===== src/rtl/dss_pkg.sv =====
// Shared types, register indexes and reset values for the dual solenoid fire sequencer.
`default_nettype none

package dss_pkg;

    localparam int unsigned CNT_W    = 16;
    localparam int unsigned POS_W    = 10;
    localparam int unsigned DUTY_W   = 8;
    localparam int unsigned CFG_IDX_W = 3;
    localparam int unsigned CFG_DAT_W = 16;
    localparam int unsigned IN_TDATA_W  = 16;
    localparam int unsigned OUT_TDATA_W = 16;

    localparam logic [CFG_IDX_W-1:0] REG_TRIGGER_THRESHOLD = 3'd0;
    localparam logic [CFG_IDX_W-1:0] REG_SAMPLE_INTERVAL   = 3'd1;
    localparam logic [CFG_IDX_W-1:0] REG_FIRE_INTERVAL     = 3'd2;
    localparam logic [CFG_IDX_W-1:0] REG_SOLENOID_ON_TIME  = 3'd3;
    localparam logic [CFG_IDX_W-1:0] REG_FLYWHEEL_DUTY     = 3'd4;

    localparam logic [POS_W-1:0]  RST_TRIGGER_THRESHOLD = 10'd20;
    localparam logic [CNT_W-1:0]  RST_SAMPLE_INTERVAL   = 16'd50;
    localparam logic [CNT_W-1:0]  RST_FIRE_INTERVAL     = 16'd250;
    localparam logic [CNT_W-1:0]  RST_SOLENOID_ON_TIME  = 16'd300;
    localparam logic [DUTY_W-1:0] RST_FLYWHEEL_DUTY     = 8'd20;

    localparam logic [CNT_W-1:0]  CNT_MAX = '1;

    typedef struct packed {
        logic [POS_W-1:0]  trigger_threshold;
        logic [CNT_W-1:0]  sample_interval;
        logic [CNT_W-1:0]  fire_interval;
        logic [CNT_W-1:0]  solenoid_on_time;
        logic [DUTY_W-1:0] flywheel_duty;
    } t_cfg;

    typedef struct packed {
        logic              out_of_sequence;
        logic              right_coil;
        logic              left_coil;
        logic [DUTY_W-1:0] flywheel_drive;
    } t_result;

    // Saturating increment of an elapsed counter
    function automatic logic [CNT_W-1:0] bump(input logic [CNT_W-1:0] c);
        bump = (c == CNT_MAX) ? c : c + 1'b1;
    endfunction

endpackage

`default_nettype wire


===== src/rtl/dual_solenoid_fire_sequencer.sv =====
// Top level of the dual solenoid fire sequencer: stream ports, config bank, core, result register.
`default_nettype none

// Each input transaction is one millisecond tick; the block returns exactly one result per
// tick, in the cycle after it is taken, and accepts a new tick every clock. The state update
// is a single pass of compares and saturating counter steps from the state registers into
// the result register; the input side stalls only while a held result is not taken.
// Configuration is written through a plain write port and must only change while idle.

module dual_solenoid_fire_sequencer (
    input  wire logic                             i_clk,
    input  wire logic                             i_rst_n,
    input  wire logic                             i_cfg_wr_en,
    input  wire logic [dss_pkg::CFG_IDX_W-1:0]    i_cfg_addr,
    input  wire logic [dss_pkg::CFG_DAT_W-1:0]    i_cfg_wdata,
    input  wire logic                             s_axis_tvalid,
    output logic                                  s_axis_tready,
    // [0] rev_pressed, [10:1] trigger_position, [15:11] zero
    input  wire logic [dss_pkg::IN_TDATA_W-1:0]   s_axis_tdata,
    output logic                                  m_axis_tvalid,
    input  wire logic                             m_axis_tready,
    // [7:0] flywheel_drive, [8] left_coil, [9] right_coil, [10] out_of_sequence,
    // [15:11] zero
    output logic [dss_pkg::OUT_TDATA_W-1:0]       m_axis_tdata
);

    localparam int unsigned RES_W = $bits(dss_pkg::t_result);

    dss_pkg::t_cfg    w_cfg;
    dss_pkg::t_result w_result;
    logic             w_accept;
    logic             r_out_valid;
    dss_pkg::t_result r_out;

    dss_cfg_regs u_cfg (
        .i_clk       (i_clk),
        .i_rst_n     (i_rst_n),
        .i_cfg_wr_en (i_cfg_wr_en),
        .i_cfg_addr  (i_cfg_addr),
        .i_cfg_wdata (i_cfg_wdata),
        .o_cfg       (w_cfg)
    );

    // Take a tick whenever the result register is empty or draining
    assign s_axis_tready = !r_out_valid || m_axis_tready;
    assign w_accept      = s_axis_tvalid && s_axis_tready;

    dss_core u_core (
        .i_clk              (i_clk),
        .i_rst_n            (i_rst_n),
        .i_cfg              (w_cfg),
        .i_tick             (w_accept),
        .i_rev_pressed      (s_axis_tdata[0]),
        .i_trigger_position (s_axis_tdata[dss_pkg::POS_W:1]),
        .o_result           (w_result)
    );

    always_ff @(posedge i_clk) begin
        if (!i_rst_n) begin
            r_out_valid <= 1'b0;
        end else if (s_axis_tready) begin
            r_out_valid <= s_axis_tvalid;
        end
    end

    always_ff @(posedge i_clk) begin
        if (w_accept) begin
            r_out <= w_result;
        end
    end

    assign m_axis_tvalid = r_out_valid;
    assign m_axis_tdata  = {{(dss_pkg::OUT_TDATA_W - RES_W){1'b0}}, r_out};

endmodule

`default_nettype wire


===== src/rtl/dss_cfg_regs.sv =====
// Configuration register bank of the fire sequencer.
`default_nettype none

module dss_cfg_regs (
    input  wire logic                           i_clk,
    input  wire logic                           i_rst_n,
    input  wire logic                           i_cfg_wr_en,
    input  wire logic [dss_pkg::CFG_IDX_W-1:0]  i_cfg_addr,
    input  wire logic [dss_pkg::CFG_DAT_W-1:0]  i_cfg_wdata,
    output dss_pkg::t_cfg                       o_cfg
);

    dss_pkg::t_cfg r_cfg;
    dss_pkg::t_cfg n_cfg;

    always_comb begin
        n_cfg = r_cfg;
        if (i_cfg_wr_en) begin
            case (i_cfg_addr)
                dss_pkg::REG_TRIGGER_THRESHOLD:
                    n_cfg.trigger_threshold = i_cfg_wdata[dss_pkg::POS_W-1:0];
                dss_pkg::REG_SAMPLE_INTERVAL:  n_cfg.sample_interval  = i_cfg_wdata;
                dss_pkg::REG_FIRE_INTERVAL:    n_cfg.fire_interval    = i_cfg_wdata;
                dss_pkg::REG_SOLENOID_ON_TIME: n_cfg.solenoid_on_time = i_cfg_wdata;
                dss_pkg::REG_FLYWHEEL_DUTY:
                    n_cfg.flywheel_duty = i_cfg_wdata[dss_pkg::DUTY_W-1:0];
                default: ;
            endcase
        end
    end

    always_ff @(posedge i_clk) begin
        if (!i_rst_n) begin
            r_cfg.trigger_threshold <= dss_pkg::RST_TRIGGER_THRESHOLD;
            r_cfg.sample_interval   <= dss_pkg::RST_SAMPLE_INTERVAL;
            r_cfg.fire_interval     <= dss_pkg::RST_FIRE_INTERVAL;
            r_cfg.solenoid_on_time  <= dss_pkg::RST_SOLENOID_ON_TIME;
            r_cfg.flywheel_duty     <= dss_pkg::RST_FLYWHEEL_DUTY;
        end else begin
            r_cfg <= n_cfg;
        end
    end

    assign o_cfg = r_cfg;

endmodule

`default_nettype wire


===== src/rtl/dss_core.sv =====
// Per-tick state update: elapsed counters, sampling, fault flag, firing and release.
`default_nettype none

module dss_core (
    input  wire logic                       i_clk,
    input  wire logic                       i_rst_n,
    input  wire dss_pkg::t_cfg              i_cfg,
    input  wire logic                       i_tick,
    input  wire logic                       i_rev_pressed,
    input  wire logic [dss_pkg::POS_W-1:0]  i_trigger_position,
    output dss_pkg::t_result                o_result
);

    logic [dss_pkg::CNT_W-1:0] r_sample_elapsed, n_sample_elapsed;
    logic [dss_pkg::CNT_W-1:0] r_fire_elapsed,   n_fire_elapsed;
    logic [dss_pkg::CNT_W-1:0] r_left_elapsed,   n_left_elapsed;
    logic [dss_pkg::CNT_W-1:0] r_right_elapsed,  n_right_elapsed;
    logic                      r_rev_latched,    n_rev_latched;
    logic [dss_pkg::POS_W-1:0] r_trigger_latched, n_trigger_latched;
    logic                      r_sequence_fault, n_sequence_fault;
    logic                      r_left_fired_last, n_left_fired_last;
    logic                      r_left_firing,    n_left_firing;
    logic                      r_right_firing,   n_right_firing;
    logic                      r_drive_on,       n_drive_on;

    always_comb begin
        n_sample_elapsed  = dss_pkg::bump(r_sample_elapsed);
        n_fire_elapsed    = dss_pkg::bump(r_fire_elapsed);
        n_left_elapsed    = dss_pkg::bump(r_left_elapsed);
        n_right_elapsed   = dss_pkg::bump(r_right_elapsed);
        n_rev_latched     = r_rev_latched;
        n_trigger_latched = r_trigger_latched;
        n_sequence_fault  = r_sequence_fault;
        n_left_fired_last = r_left_fired_last;
        n_left_firing     = r_left_firing;
        n_right_firing    = r_right_firing;
        n_drive_on        = r_drive_on;

        // Sample the button and trigger once per interval
        if (n_sample_elapsed >= i_cfg.sample_interval) begin
            n_sample_elapsed  = '0;
            n_trigger_latched = i_trigger_position;
            if (i_trigger_position > i_cfg.trigger_threshold) begin
                n_sequence_fault = 1'b0;
            end else if (i_trigger_position < i_cfg.trigger_threshold && !i_rev_pressed) begin
                n_sequence_fault = 1'b1;
            end
            n_rev_latched = i_rev_pressed && !n_sequence_fault;
            n_drive_on    = n_rev_latched;
        end

        // Fire the side that did not fire last
        if (n_trigger_latched < i_cfg.trigger_threshold && n_rev_latched &&
            n_fire_elapsed >= i_cfg.fire_interval) begin
            n_fire_elapsed = '0;
            if (r_left_fired_last) begin
                n_right_elapsed = '0;
                n_right_firing  = 1'b1;
            end else begin
                n_left_elapsed = '0;
                n_left_firing  = 1'b1;
            end
            n_left_fired_last = !r_left_fired_last;
        end

        if (n_right_firing && n_right_elapsed >= i_cfg.solenoid_on_time) begin
            n_right_elapsed = '0;
            n_right_firing  = 1'b0;
        end
        if (n_left_firing && n_left_elapsed >= i_cfg.solenoid_on_time) begin
            n_left_elapsed = '0;
            n_left_firing  = 1'b0;
        end
    end

    always_ff @(posedge i_clk) begin
        if (!i_rst_n) begin
            r_sample_elapsed  <= '0;
            r_fire_elapsed    <= '0;
            r_left_elapsed    <= '0;
            r_right_elapsed   <= '0;
            r_rev_latched     <= 1'b0;
            r_trigger_latched <= '0;
            r_sequence_fault  <= 1'b0;
            r_left_fired_last <= 1'b0;
            r_left_firing     <= 1'b0;
            r_right_firing    <= 1'b0;
            r_drive_on        <= 1'b0;
        end else if (i_tick) begin
            r_sample_elapsed  <= n_sample_elapsed;
            r_fire_elapsed    <= n_fire_elapsed;
            r_left_elapsed    <= n_left_elapsed;
            r_right_elapsed   <= n_right_elapsed;
            r_rev_latched     <= n_rev_latched;
            r_trigger_latched <= n_trigger_latched;
            r_sequence_fault  <= n_sequence_fault;
            r_left_fired_last <= n_left_fired_last;
            r_left_firing     <= n_left_firing;
            r_right_firing    <= n_right_firing;
            r_drive_on        <= n_drive_on;
        end
    end

    assign o_result.flywheel_drive  = n_drive_on ? i_cfg.flywheel_duty : '0;
    assign o_result.left_coil       = n_left_firing;
    assign o_result.right_coil      = n_right_firing;
    assign o_result.out_of_sequence = n_sequence_fault;

endmodule

`default_nettype wire


===== config.mk =====
export PLATFORM = sky130hd
export DESIGN_NAME = dual_solenoid_fire_sequencer
export DESIGN_NICKNAME = d
export VERILOG_FILES = /design/src/rtl/dss_pkg.sv /design/src/rtl/dual_solenoid_fire_sequencer.sv /design/src/rtl/dss_cfg_regs.sv /design/src/rtl/dss_core.sv
export SDC_FILE = /design/constraint.sdc
export NUM_CORES = 1
export LEC_CHECK = 0
export BUFFER_PORTS_ARGS = -buffer_cell sky130_fd_sc_hd__buf_2
export CAP_MARGIN = 20
export CORE_UTILIZATION = 35
export DETAILED_ROUTE_END_ITERATION = 8
export PLACE_DENSITY = 0.59
export SLEW_MARGIN = 10
export SYNTH_ARGS = -nofsm -noshare
export SYNTH_HDL_FRONTEND = slang
export SYNTH_SLANG_ARGS = --single-unit
export TNS_END_PERCENT = 5

===== constraint.sdc =====
create_clock -name i_clk -period 14.7 [get_ports i_clk]
set_input_delay 4.41 -clock i_clk [delete_from_list [all_inputs] [get_ports i_clk]]
set_output_delay 4.41 -clock i_clk [all_outputs]
set_load 0.02 [all_outputs]

Yosys cells after proc, flatten, opt, wreduce, memory -nomap -nowiden
Index checks and enable logic that the tools add are counted.
{ "totals": {"wordCells": 84, "inputBits": 40, "out_inout_bits": 18, "reg_bits": 158} }
{ "classes": {"add_sub_neg": 4, "mux": 25, "n_eq_ne": 8, "n_reduce_logical": 19, "order_cmp": 7} }
{ "ops": {"columns": ["op", "n"], "rows": [
  ["two-way mux 16 bit", 12],
  ["adder 16 x 1 -> 16 bit (second input constant)", 4],
  ["== test 16 bit (second input constant)", 4],
  ["greater-or-equal comparator 16 bit", 4],
  ["less-than comparator 10 bit", 2],
  ["two-way mux 1 bit", 12],
  ["AND reduction 2 bit", 6],
  ["greater-than comparator 10 bit", 1],
  ["two-way mux 10 bit", 1],
  ["logical AND 1 bit", 7],
  ["== test 3 x 2 -> 1 bit (second input constant)", 2],
  ["zero test 1 bit", 4],
  ["== test 3 x 1 -> 1 bit (second input constant)", 1],
  ["== test 3 bit (second input constant)", 1],
  ["zero test 3 bit", 1],
  ["logical OR 1 bit", 1]
]} }

Longest topological paths before layout
Gate-level depths: netlist (run 1).
{ "logic_depth": {"depth_word": 14, "mapped_depth": 35, "mapped_depth_nobuf": 30} }

By module
From an unflattened synthesis (run 1), not the netlist that was laid out.
{ "hier_totals": {"hier_cells": 1164, "hier_area_um2": 9814.4} }
{ "by_module_without_submodules": {"columns": ["mod", "seq_area_each_um2", "n_inst", "cells_each", "area_per_inst_um2"], "rows": [
  ["dss_core", 1601.5, 1, 895, 6840.3],
  ["dss_cfg_regs", 1321.3, 1, 247, 2544.9],
  ["dual_solenoid_fire_sequencer", 350.3, 1, 22, 429.2]
]} }

Least setup slack after synthesis (run 1)
No wires, ideal clock.
{ "synth_path": {"path_kind": "input -> output", "from": "input port m_axis_tready", "to": "output port s_axis_tready", "stages": 1, "n_path_buf": 0, "required_time_ns": 10.290, "path_slack_ns": 5.645, "arrival_time_ns": 4.645, "cell_sequence": "nand2b_1"} }
{ "synth_between": {"elab_chain_cells": 1} }
{ "synth_rtl": {"columns": ["element", "line", "text"], "rows": [
  ["start: declaration", "dual_solenoid_fire_sequencer.sv:21", "input wire logic m_axis_tready,"],
  ["logical OR 1 bit", "dual_solenoid_fire_sequencer.sv:45", "assign s_axis_tready = !r_out_valid || m_axis_tready;"],
  ["end: declaration", "dual_solenoid_fire_sequencer.sv:17", "output logic s_axis_tready,"]
]} }
No other way between the ends.

Worst setup path in the final report (run 1)
{ "layout_path": {"from": "input port s_axis_tdata[8] (netlist bit)", "to": "register u_core.r_right_elapsed[7] (netlist bit)"} }
{ "layout_between": {"elab_chain_cells": 14, "elab_cells_between_ends": 18, "classes_between": "order compare: 4; mux: 8; reduce/logical: 6"} }
{ "layout_rtl": {"columns": ["element", "line", "text"], "rows": [
  ["start: declaration", "dual_solenoid_fire_sequencer.sv:19", "input wire logic [dss_pkg::IN_TDATA_W-1:0] s_axis_tdata,"],
  ["less-than comparator 10 bit", "dss_core.sv:45", "end else if (i_trigger_position < i_cfg.trigger_threshold && !i_rev_pressed) begin"],
  ["logical AND 1 bit", "dss_core.sv:45", null],
  ["two-way mux 1 bit", "dss_core.sv:45", null],
  ["two-way mux 1 bit", "dss_core.sv:43", "if (i_trigger_position > i_cfg.trigger_threshold) begin"],
  ["two-way mux 1 bit", "dss_core.sv:40", "if (n_sample_elapsed >= i_cfg.sample_interval) begin"],
  ["zero test 1 bit", "dss_core.sv:48", "n_rev_latched = i_rev_pressed && !n_sequence_fault;"],
  ["logical AND 1 bit", "dss_core.sv:48", null],
  ["two-way mux 1 bit", "dss_core.sv:40", null],
  ["logical AND 1 bit (*) (2 in a row)", "dss_core.sv:53", "if (n_trigger_latched < i_cfg.trigger_threshold && n_rev_latched &&"],
  ["two-way mux 16 bit", "dss_core.sv:53", null],
  ["greater-or-equal comparator 16 bit", "dss_core.sv:66", "if (n_right_firing && n_right_elapsed >= i_cfg.solenoid_on_time) begin"],
  ["logical AND 1 bit", "dss_core.sv:66", null],
  ["two-way mux 16 bit (*)", "dss_core.sv:66", null],
  ["end signal: assignment", "dss_core.sv:93", "r_right_elapsed <= n_right_elapsed;"],
  ["end: declaration", "dss_core.sv:17", "logic [dss_pkg::CNT_W-1:0] r_right_elapsed, n_right_elapsed;"]
]} }
Every way passes the cells marked *; elsewhere a longest branch is shown, timed or not. The select of a mux whose other input is x is not followed.
A chain may end at the register's enable or synchronous reset.

==> results.md, run 1 <==
| Result | This run |
|---|---|
| Outcome | finished clean |
| Post-layout total power | 1.03 mW |
| Pin count of the biggest net entering global routing | 67 |
| Fraction of layout instances using a drive strength above 1 | 9.31% |
| Leakage | 4.26 nW |
| Input/output buffers | 47 |
| Total negative slack | 0 ns |
| DRC marker count from the first detailed-route iteration | 588 |
| Worst Tran Pin Value | 1.03 ns |
| Filler Cell Count | 2703 |
| Number of resized instances in the post-cts repair step | 0 |
| Number of endpoints failing setup at the final stage | 0 |
| Highest net fanout along the worst path | 23 |
| Number of maximum-capacitance constraint violations | 0 |
| Global Route Usage Sum | 18.0% |
| Unrepaired setup endpoints after global routing | no |
| Final weighted congestion of routability-driven global placement | 0.873 |
| Total CTS buffers | 17 |
| Final Max Slew Viols | 0 |
| Synth cell types | 67 |
| Wire length of the first global-routing pass | 40100 µm |
| Count of hold-fix buffers inserted at cts | 0 |
| Endpoint class of the critical path | flop |
| Core area | 26400 µm² |
| Number of routed nets with antenna violations | 0 |
| Vias | 8418 |
| Leading post-synthesis cells by cell area | sky130_fd_sc_hd__dfxtp_1 31%, sky130_fd_sc_hd__ha_1 11%, sky130_fd_sc_hd__nand2_1 8.1% |
| Chip Height | 167 µm |
| Total overflow reported by the global router | 0 |
| Cell area after synthesis | 9490 µm² |
| Leading cell type by number of instances after synthesis | sky130_fd_sc_hd__nand2_1 |
| Yosys top cell by area | sky130_fd_sc_hd__dfxtp_1 |
| Vias in the first global route | 7827 |
| Die area | 27800 µm² |
| Clock latency on the worst-skew pair | 0.43 ns |
| Instance count of the mapped netlist | 1212 |
| FF+latch count, synth | 158 |
| Root buf cell | sky130_fd_sc_hd__clkbuf_16 |
| Antenna violations before repair | 0 |
| Sinks on the clock net | 158 |
| Hold Path Class | reg -> reg |
| Number of enable-type register cells in the synthesized netlist | 11 |
| Number of optimization iterations in the first detailed-route pass | 5 |
| Synth Area per Inst | 7.83 µm² |
| Sequential element share of the synthesized area | 34.5% |
| CTS tree | built |
| Slew margin rel. | 31.3% |
| Maximum level of the CTS H-tree | 4 |
| Total Wirelength | 24500 µm |
| Required time of the critical path | 15.05 ns |
| Detailed-route vias per instance | 5.32 |
| Cell depth of the worst min-delay path | 2 |
| Clock transition at the registers of the reported paths | 0.07 ns |
| Die span in x | 167 µm |
| Number of synthesis warnings | 0 |
| Synth top cells by count | 205 x sky130_fd_sc_hd__nand2_1, 147 x sky130_fd_sc_hd__dfxtp_1, 128 x sky130_fd_sc_hd__a21oi_1, 101 x sky130_fd_sc_hd__nor2_1, 87 x sky130_fd_sc_hd__ha_1 |
| Final critical path time including I/O delays and setup | 9.86 ns |
| Per-cell routed wire length | 15.5 µm |
| Final period util | 67.1% |
| Path type of the worst setup path | in -> reg |
| Area growth from synthesis to layout | 11.5% |
| Largest buffer count on any clock path | 2 |
| Initial standard-cell utilization of the core | 36.0% |
| Launching element type of the critical path | input port |
| IO Count | 58 |
| Primary flip-flop cell chosen by synthesis mapping | sky130_fd_sc_hd__dfxtp_1 |
| Largest voltage drop on the vdd net | 0.0859 mV |
| Share of flip-flops with an asynchronous set or reset | 0% |
| Achievable clock frequency | 101 MHz |
| Yosys top cell area share | 31.0% |
| Final HPWL from detailed placement | 17500 µm |
| Nets@finish | 1360 |
| Antenna diode instance count | 0 |
| Pwr per Cell Area | 97.3 nW/µm² |
| DRC viols | 0 |
| Number of cells on the worst reg-to-reg path | 30 |
| Number of post-CTS setup repair buffers | 0 |
| Number of placement rows | 59 |
| Worst-case clock skew | 0.0149 ns |
| Signal arrival time at the worst endpoint | 10.22 ns |
| Final hold violation count | 0 |
==> cells by family after synthesis <==
kind of cell    count (synthesis)  synth area share, %
simple gates                  500                 24.9
flops                         158                 34.5
xor+xnor                       38                 3.51
buf+inv                       132                 5.68
fa+ha+maj                      87                 11.5
mux                            18                 2.19
other cells                     1               0.0395
compound gates                278                 17.8
==> final cells by class <==
cell class | count | area [µm²] | share of cell area (%)
clock buffer | 19 | 433 | 4.09
clock inverter | 13 | 176 | 1.67
inverter | 75 | 282 | 2.66
multi-input combinational | 926 | 5690 | 53.8
sequential | 158 | 3270 | 31.0
tap | 335 | 419 | 3.96
timing repair buffer | 55 | 299 | 2.83
==> sequential cells by signal (all words and copies together) (netlist names) <==
name                      count
u_core.r_right_firing         1
u_core.r_left_fired_last      1
u_core.r_rev_latched          1
u_core.r_sample_elapsed      16
u_core.r_sequence_fault       1
m_axis_tvalid                 1
u_core.r_left_elapsed        16
u_core.r_fire_elapsed        16
u_core.r_drive_on             1
u_cfg.o_cfg                  66
m_axis_tdata                 11
u_core.r_left_firing          1
u_core.r_right_elapsed       16
u_core.r_trigger_latched     10
==> metrics by stage <==
stage | utilization [%] | instances | hold slack (ns) | worst slack [ns] | cell area, µm²
final | 40.1 | 1581 | 0.454 | 4.84 | 10600
after global routing | 40.1 | 1581 | 0.467 | 4.44 | 10600
after CTS | 40.1 | 1579 | 0.454 | 4.64 | 10600
after detailed placement | 37.7 | 1547 | 0.445 | 4.27 | 9950
after global placement | 37.7 | 1547 | 0.439 | 4.38 | 9950
after floorplan | - | 1216 | 0.432 | 5.64 | 9500
==> where the power goes <==
group | switching (mW) | internal (mW) | leakage (nW)
combinational | 0.0674 | 0.0383 | 2.67
sequential | 0.00910 | 0.445 | 1.30
clock | 0.197 | 0.271 | 0.287
total | 0.273 | 0.755 | 4.26
==> worst max-delay path, stage by stage <==
cell and delay (ns):
sky130_fd_sc_hd__buf_2 0.11, sky130_fd_sc_hd__ha_1 0.31, sky130_fd_sc_hd__nand4_1 0.15, sky130_fd_sc_hd__nor3_1 0.07, sky130_fd_sc_hd__mux2_2 0.27, sky130_fd_sc_hd__or3_1 0.41, sky130_fd_sc_hd__mux2i_4 0.37, sky130_fd_sc_hd__nand2_1 0.69
sky130_fd_sc_hd__nor2_2 0.80, sky130_fd_sc_hd__a21oi_1 0.18, sky130_fd_sc_hd__ha_1 0.34, sky130_fd_sc_hd__a21oi_1 0.13, sky130_fd_sc_hd__o21ai_0 0.09, sky130_fd_sc_hd__a221oi_1 0.35, sky130_fd_sc_hd__o31a_1 0.24, sky130_fd_sc_hd__o21ai_0 0.12
sky130_fd_sc_hd__a21oi_1 0.82, sky130_fd_sc_hd__o21ai_0 0.21, sky130_fd_sc_hd__o21ai_0 0.12
==> cells in the final DEF, fill, tap and decap left out, types with 4 or more instances in the layout <==
cell                          n
sky130_fd_sc_hd__or3_1       12
sky130_fd_sc_hd__xor2_1      17
sky130_fd_sc_hd__a21oi_1    128
sky130_fd_sc_hd__nor3b_1      5
sky130_fd_sc_hd__ha_1        87
sky130_fd_sc_hd__nor3_1      20
sky130_fd_sc_hd__and3_1      15
sky130_fd_sc_hd__o211ai_1    17
sky130_fd_sc_hd__inv_1       73
sky130_fd_sc_hd__and2_1      11
sky130_fd_sc_hd__a22oi_1     12
sky130_fd_sc_hd__buf_4        7
sky130_fd_sc_hd__nand3_1     56
sky130_fd_sc_hd__o22a_1       4
sky130_fd_sc_hd__nand4_1     13
sky130_fd_sc_hd__dfxtp_1    147
sky130_fd_sc_hd__or4_1        4
sky130_fd_sc_hd__xnor2_1     21
sky130_fd_sc_hd__o21ai_0     51
sky130_fd_sc_hd__nor4b_1      6
sky130_fd_sc_hd__clkbuf_16   17
sky130_fd_sc_hd__conb_1       5
sky130_fd_sc_hd__inv_6        4
sky130_fd_sc_hd__a211oi_1     7
sky130_fd_sc_hd__edfxtp_1    11
sky130_fd_sc_hd__and4_1      10
sky130_fd_sc_hd__a21o_1       9
sky130_fd_sc_hd__mux2i_1      5
sky130_fd_sc_hd__buf_2       47
sky130_fd_sc_hd__nand2b_1    10
sky130_fd_sc_hd__nor2_1     101
sky130_fd_sc_hd__mux2_2      12
sky130_fd_sc_hd__nor2b_1     15
sky130_fd_sc_hd__a31oi_1     11
sky130_fd_sc_hd__o21a_1      11
sky130_fd_sc_hd__nand2_1    204
==> worst paths after layout <==
| kind | from | end | slack [ns] |
|---|---|---|---|
| setup / recovery | s_axis_tdata[8] | u_core.r_right_elapsed[7] | 4.84 |
| hold / removal | u_cfg.o_cfg[37] | u_cfg.o_cfg[37] | 0.45 |
| setup reg to reg | u_core.r_sample_elapsed[4] | u_core.r_right_elapsed[7] | 5.62 |
| hold reg to reg | u_cfg.o_cfg[37] | u_cfg.o_cfg[37] | 0.45 |
==> layer usage <==
| layer | share of wire, % | vias up | global-route usage, % |
|---|---|---|---|
| li1 | - | 4274 | - |
| met5 | 0 | - | 0 |
| met4 | 1.5 | 0 | 5.27 |
| met2 | 46 | 157 | 29.9 |
| met1 | 49 | 3962 | 24.4 |
| met3 | 3.8 | 25 | 2.42 |
Power figures use the tool's default switching activity.
==> run 2, diff against run 1 <==
PLACE_DENSITY = 0.61   (was 0.59)
clock period = 8.2 ns   (was 14.7 ns; I/O delays follow)
==> results.md, run 2 (synthesized netlist as in run 1, its figures left out) <==
| Result | This run |
|---|---|
| Total overflow reported by the global router | 0 |
| Outcome | finished clean |
| Largest buffer count on any clock path | 2 |
| Max reg flops | 66 |
| Number of placement rows | 59 |
| Slew margin rel. | 34.7% |
| Cell type group with the largest total delay on the critical path | simple AND/OR/NAND/NOR gates |
| Number of routed nets with antenna violations | 0 |
| GR peak layer | met2 |
| Final Max Slew Viols | 0 |
| Hold Path Class | reg -> reg |
| Endpoint class of the critical path | flop |
| Global Route Usage Sum | 17.9% |
| Largest incremental delay on the critical path | 0.58 ns |
| FF-to-FF setup slack | 0.51 ns |
| Die span in x | 167 µm |
| Antenna violations before repair | 0 |
| Detailed-route vias per instance | 5.29 |
| Pwr per Cell Area | 165 nW/µm² |
| Worst hold slack after final layout | 0.450 ns |
| RR Startpoint | u_core.r_sample_elapsed[4] |
| Largest voltage drop on the vdd net | 0.134 mV |
| Input/output buffers | 47 |
| Vias | 8440 |
| Filler Cell Count | 2700 |
| Antenna diode instance count | 0 |
| Root buf cell | sky130_fd_sc_hd__clkbuf_16 |
| Final weighted congestion of routability-driven global placement | 0.849 |
| Die area | 27800 µm² |
| Final non-filler cell total | 1594 |
| Final hold violation count | 0 |
| Count of hold-fix buffers inserted at cts | 0 |
| Number of endpoints failing setup at the final stage | 0 |
| Hold path start | u_cfg.o_cfg[0] |
| Cell depth of the worst min-delay path | 2 |
| Met2 usage in global routing | 28.9% |
| Signal arrival time at the worst endpoint | 8.07 ns |
| Nets@finish | 1373 |
| Number of maximum-capacitance constraint violations | 0 |
| CTS tree | built |
| Fraction of layout instances using a drive strength above 1 | 10.4% |
| Path type of the worst setup path | reg -> reg |
| Commonest non-fill, non-tap cell in the layout | sky130_fd_sc_hd__nand2_1 |
| Required time of the critical path | 8.58 ns |
| Destination of the worst register-to-register timing path | u_core.r_right_elapsed[5] |
| Total CTS buffers | 17 |
| Sinks on the clock net | 158 |
| Final critical path time including I/O delays and setup | 7.69 ns |
| Per-cell routed wire length | 15.3 µm |
| DRC marker count from the first detailed-route iteration | 544 |
| Buffers plus inverters on the worst setup path | 1 |
| Highest net fanout along the worst path | 13 |
| Maximum level of the CTS H-tree | 4 |
| DRC viols | 0 |
| Area growth from synthesis to layout | 12.6% |
| Clock latency on the worst-skew pair | 0.44 ns |
| Final HPWL from detailed placement | 17800 µm |
| Launching element type of the critical path | flop |
| Top library cells by usage in the layout, fill and taps aside | 205 x sky130_fd_sc_hd__nand2_1, 147 x sky130_fd_sc_hd__dfxtp_1, 128 x sky130_fd_sc_hd__a21oi_1 |
| Routing usage on met3 | 2.78% |
| Worst-case clock skew | 0.0133 ns |
| Pin count of the biggest net entering global routing | 52 |
| Total Wirelength | 24500 µm |
| Hold path endpoint | u_cfg.o_cfg[0] |
| Slowest stage cell, crit path | sky130_fd_sc_hd__or4_1 |
| Total negative slack | 0 ns |
| Unrepaired setup endpoints after global routing | no |
| Achievable clock frequency | 130 MHz |
| Clock transition at the registers of the reported paths | 0.07 ns |
| Leakage | 4.32 nW |
| Chip Height | 167 µm |
| Share of the core filled with cells in the final layout | 40.5% |
| Core area | 26400 µm² |
| IO Count | 58 |
| Final period util | 93.7% |
| Initial standard-cell utilization of the core | 36.0% |
| Vias in the first global route | 7812 |
| Worst Tran Pin Value | 0.952 ns |
| Number of optimization iterations in the first detailed-route pass | 5 |
| Placed Cells incl. Taps | 1558 |
| Post-layout total power | 1.77 mW |
| Number of cells on the worst reg-to-reg path | 29 |
| Wire length of the first global-routing pass | 39800 µm |
| Met1 usage in global routing | 24.2% |
run 2: cell types whose count changed in the layout (fill, tap and decap cells not counted), moves of 2 or more:
cell / previous run / this run
sky130_fd_sc_hd__buf_4: 7 / 17
sky130_fd_sc_hd__clkinv_2: 0 / 5
sky130_fd_sc_hd__buf_12: 0 / 3
sky130_fd_sc_hd__bufinv_16: 3 / 1
run 2: area by class of cell:
class / instances / area [µm²] / area share [%]
Clock buffer: 18 / 429 / 4.02
Clock inverter: 14 / 118 / 1.10
Inverter: 75 / 282 / 2.64
Multi-Input combinational cell: 926 / 5720 / 53.6
Sequential cell: 158 / 3270 / 30.7
Tap cell: 335 / 419 / 3.93
Timing Repair Buffer: 68 / 434 / 4.07
run 2: per-layer routing:
metal  vias up  part of all wire (%)  routed length (µm)
li1       4290                     -                   -
met2       152                    45               11100
met3        28                   4.0                 979
met1      3970                    49               12000
met4         0                   1.4                 340
met5         -                     0                   0
run 2: how the worst max path moves through the flow:
stage	from	endpoint	slack, ns	depth (start not counted)
detailed placement	u_core.r_sample_elapsed[4]	u_core.r_left_elapsed[14]	0.51	32
floorplan	u_core.r_sample_elapsed[4]	u_core.r_left_elapsed[3]	0.77	33
global placement	u_core.r_sample_elapsed[4]	u_core.r_left_elapsed[14]	0.56	30
CTS	u_core.r_sample_elapsed[4]	u_core.r_left_elapsed[14]	0.46	30
global route	u_core.r_sample_elapsed[4]	u_core.r_left_elapsed[14]	0.01	31
finish	u_core.r_sample_elapsed[4]	u_core.r_right_elapsed[5]	0.51	29
run 2: where the power goes:
part / switching (mW) / leakage [nW] / internal, mW / total, mW
clock: 0.344 / 0.268 / 0.417 / 0.761
sequential: 0.0157 / 1.30 / 0.799 / 0.814
combinational: 0.121 / 2.75 / 0.0696 / 0.190
total: 0.481 / 4.32 / 1.29 / 1.77
run 2: tightest hold or removal path: stages, from the launching register on:
cell and delay, ns:
sky130_fd_sc_hd__dfxtp_1 0.31, sky130_fd_sc_hd__nand2_1 0.05, sky130_fd_sc_hd__a21oi_1 0.05
run 2: through the flow:
stage               area, µm²  worst slack (ns)
floorplan                9500             0.773
global placement        10100             0.560
detailed placement      10100             0.514
CTS                     10600             0.461
global route            10700           0.00950
finish                  10700             0.513
run 2: timing repair:
action                                  in CTS  in global routing
resized for setup                            0                  5
endpoints found under the setup margin       0                 19
setup buffers                                0                  4
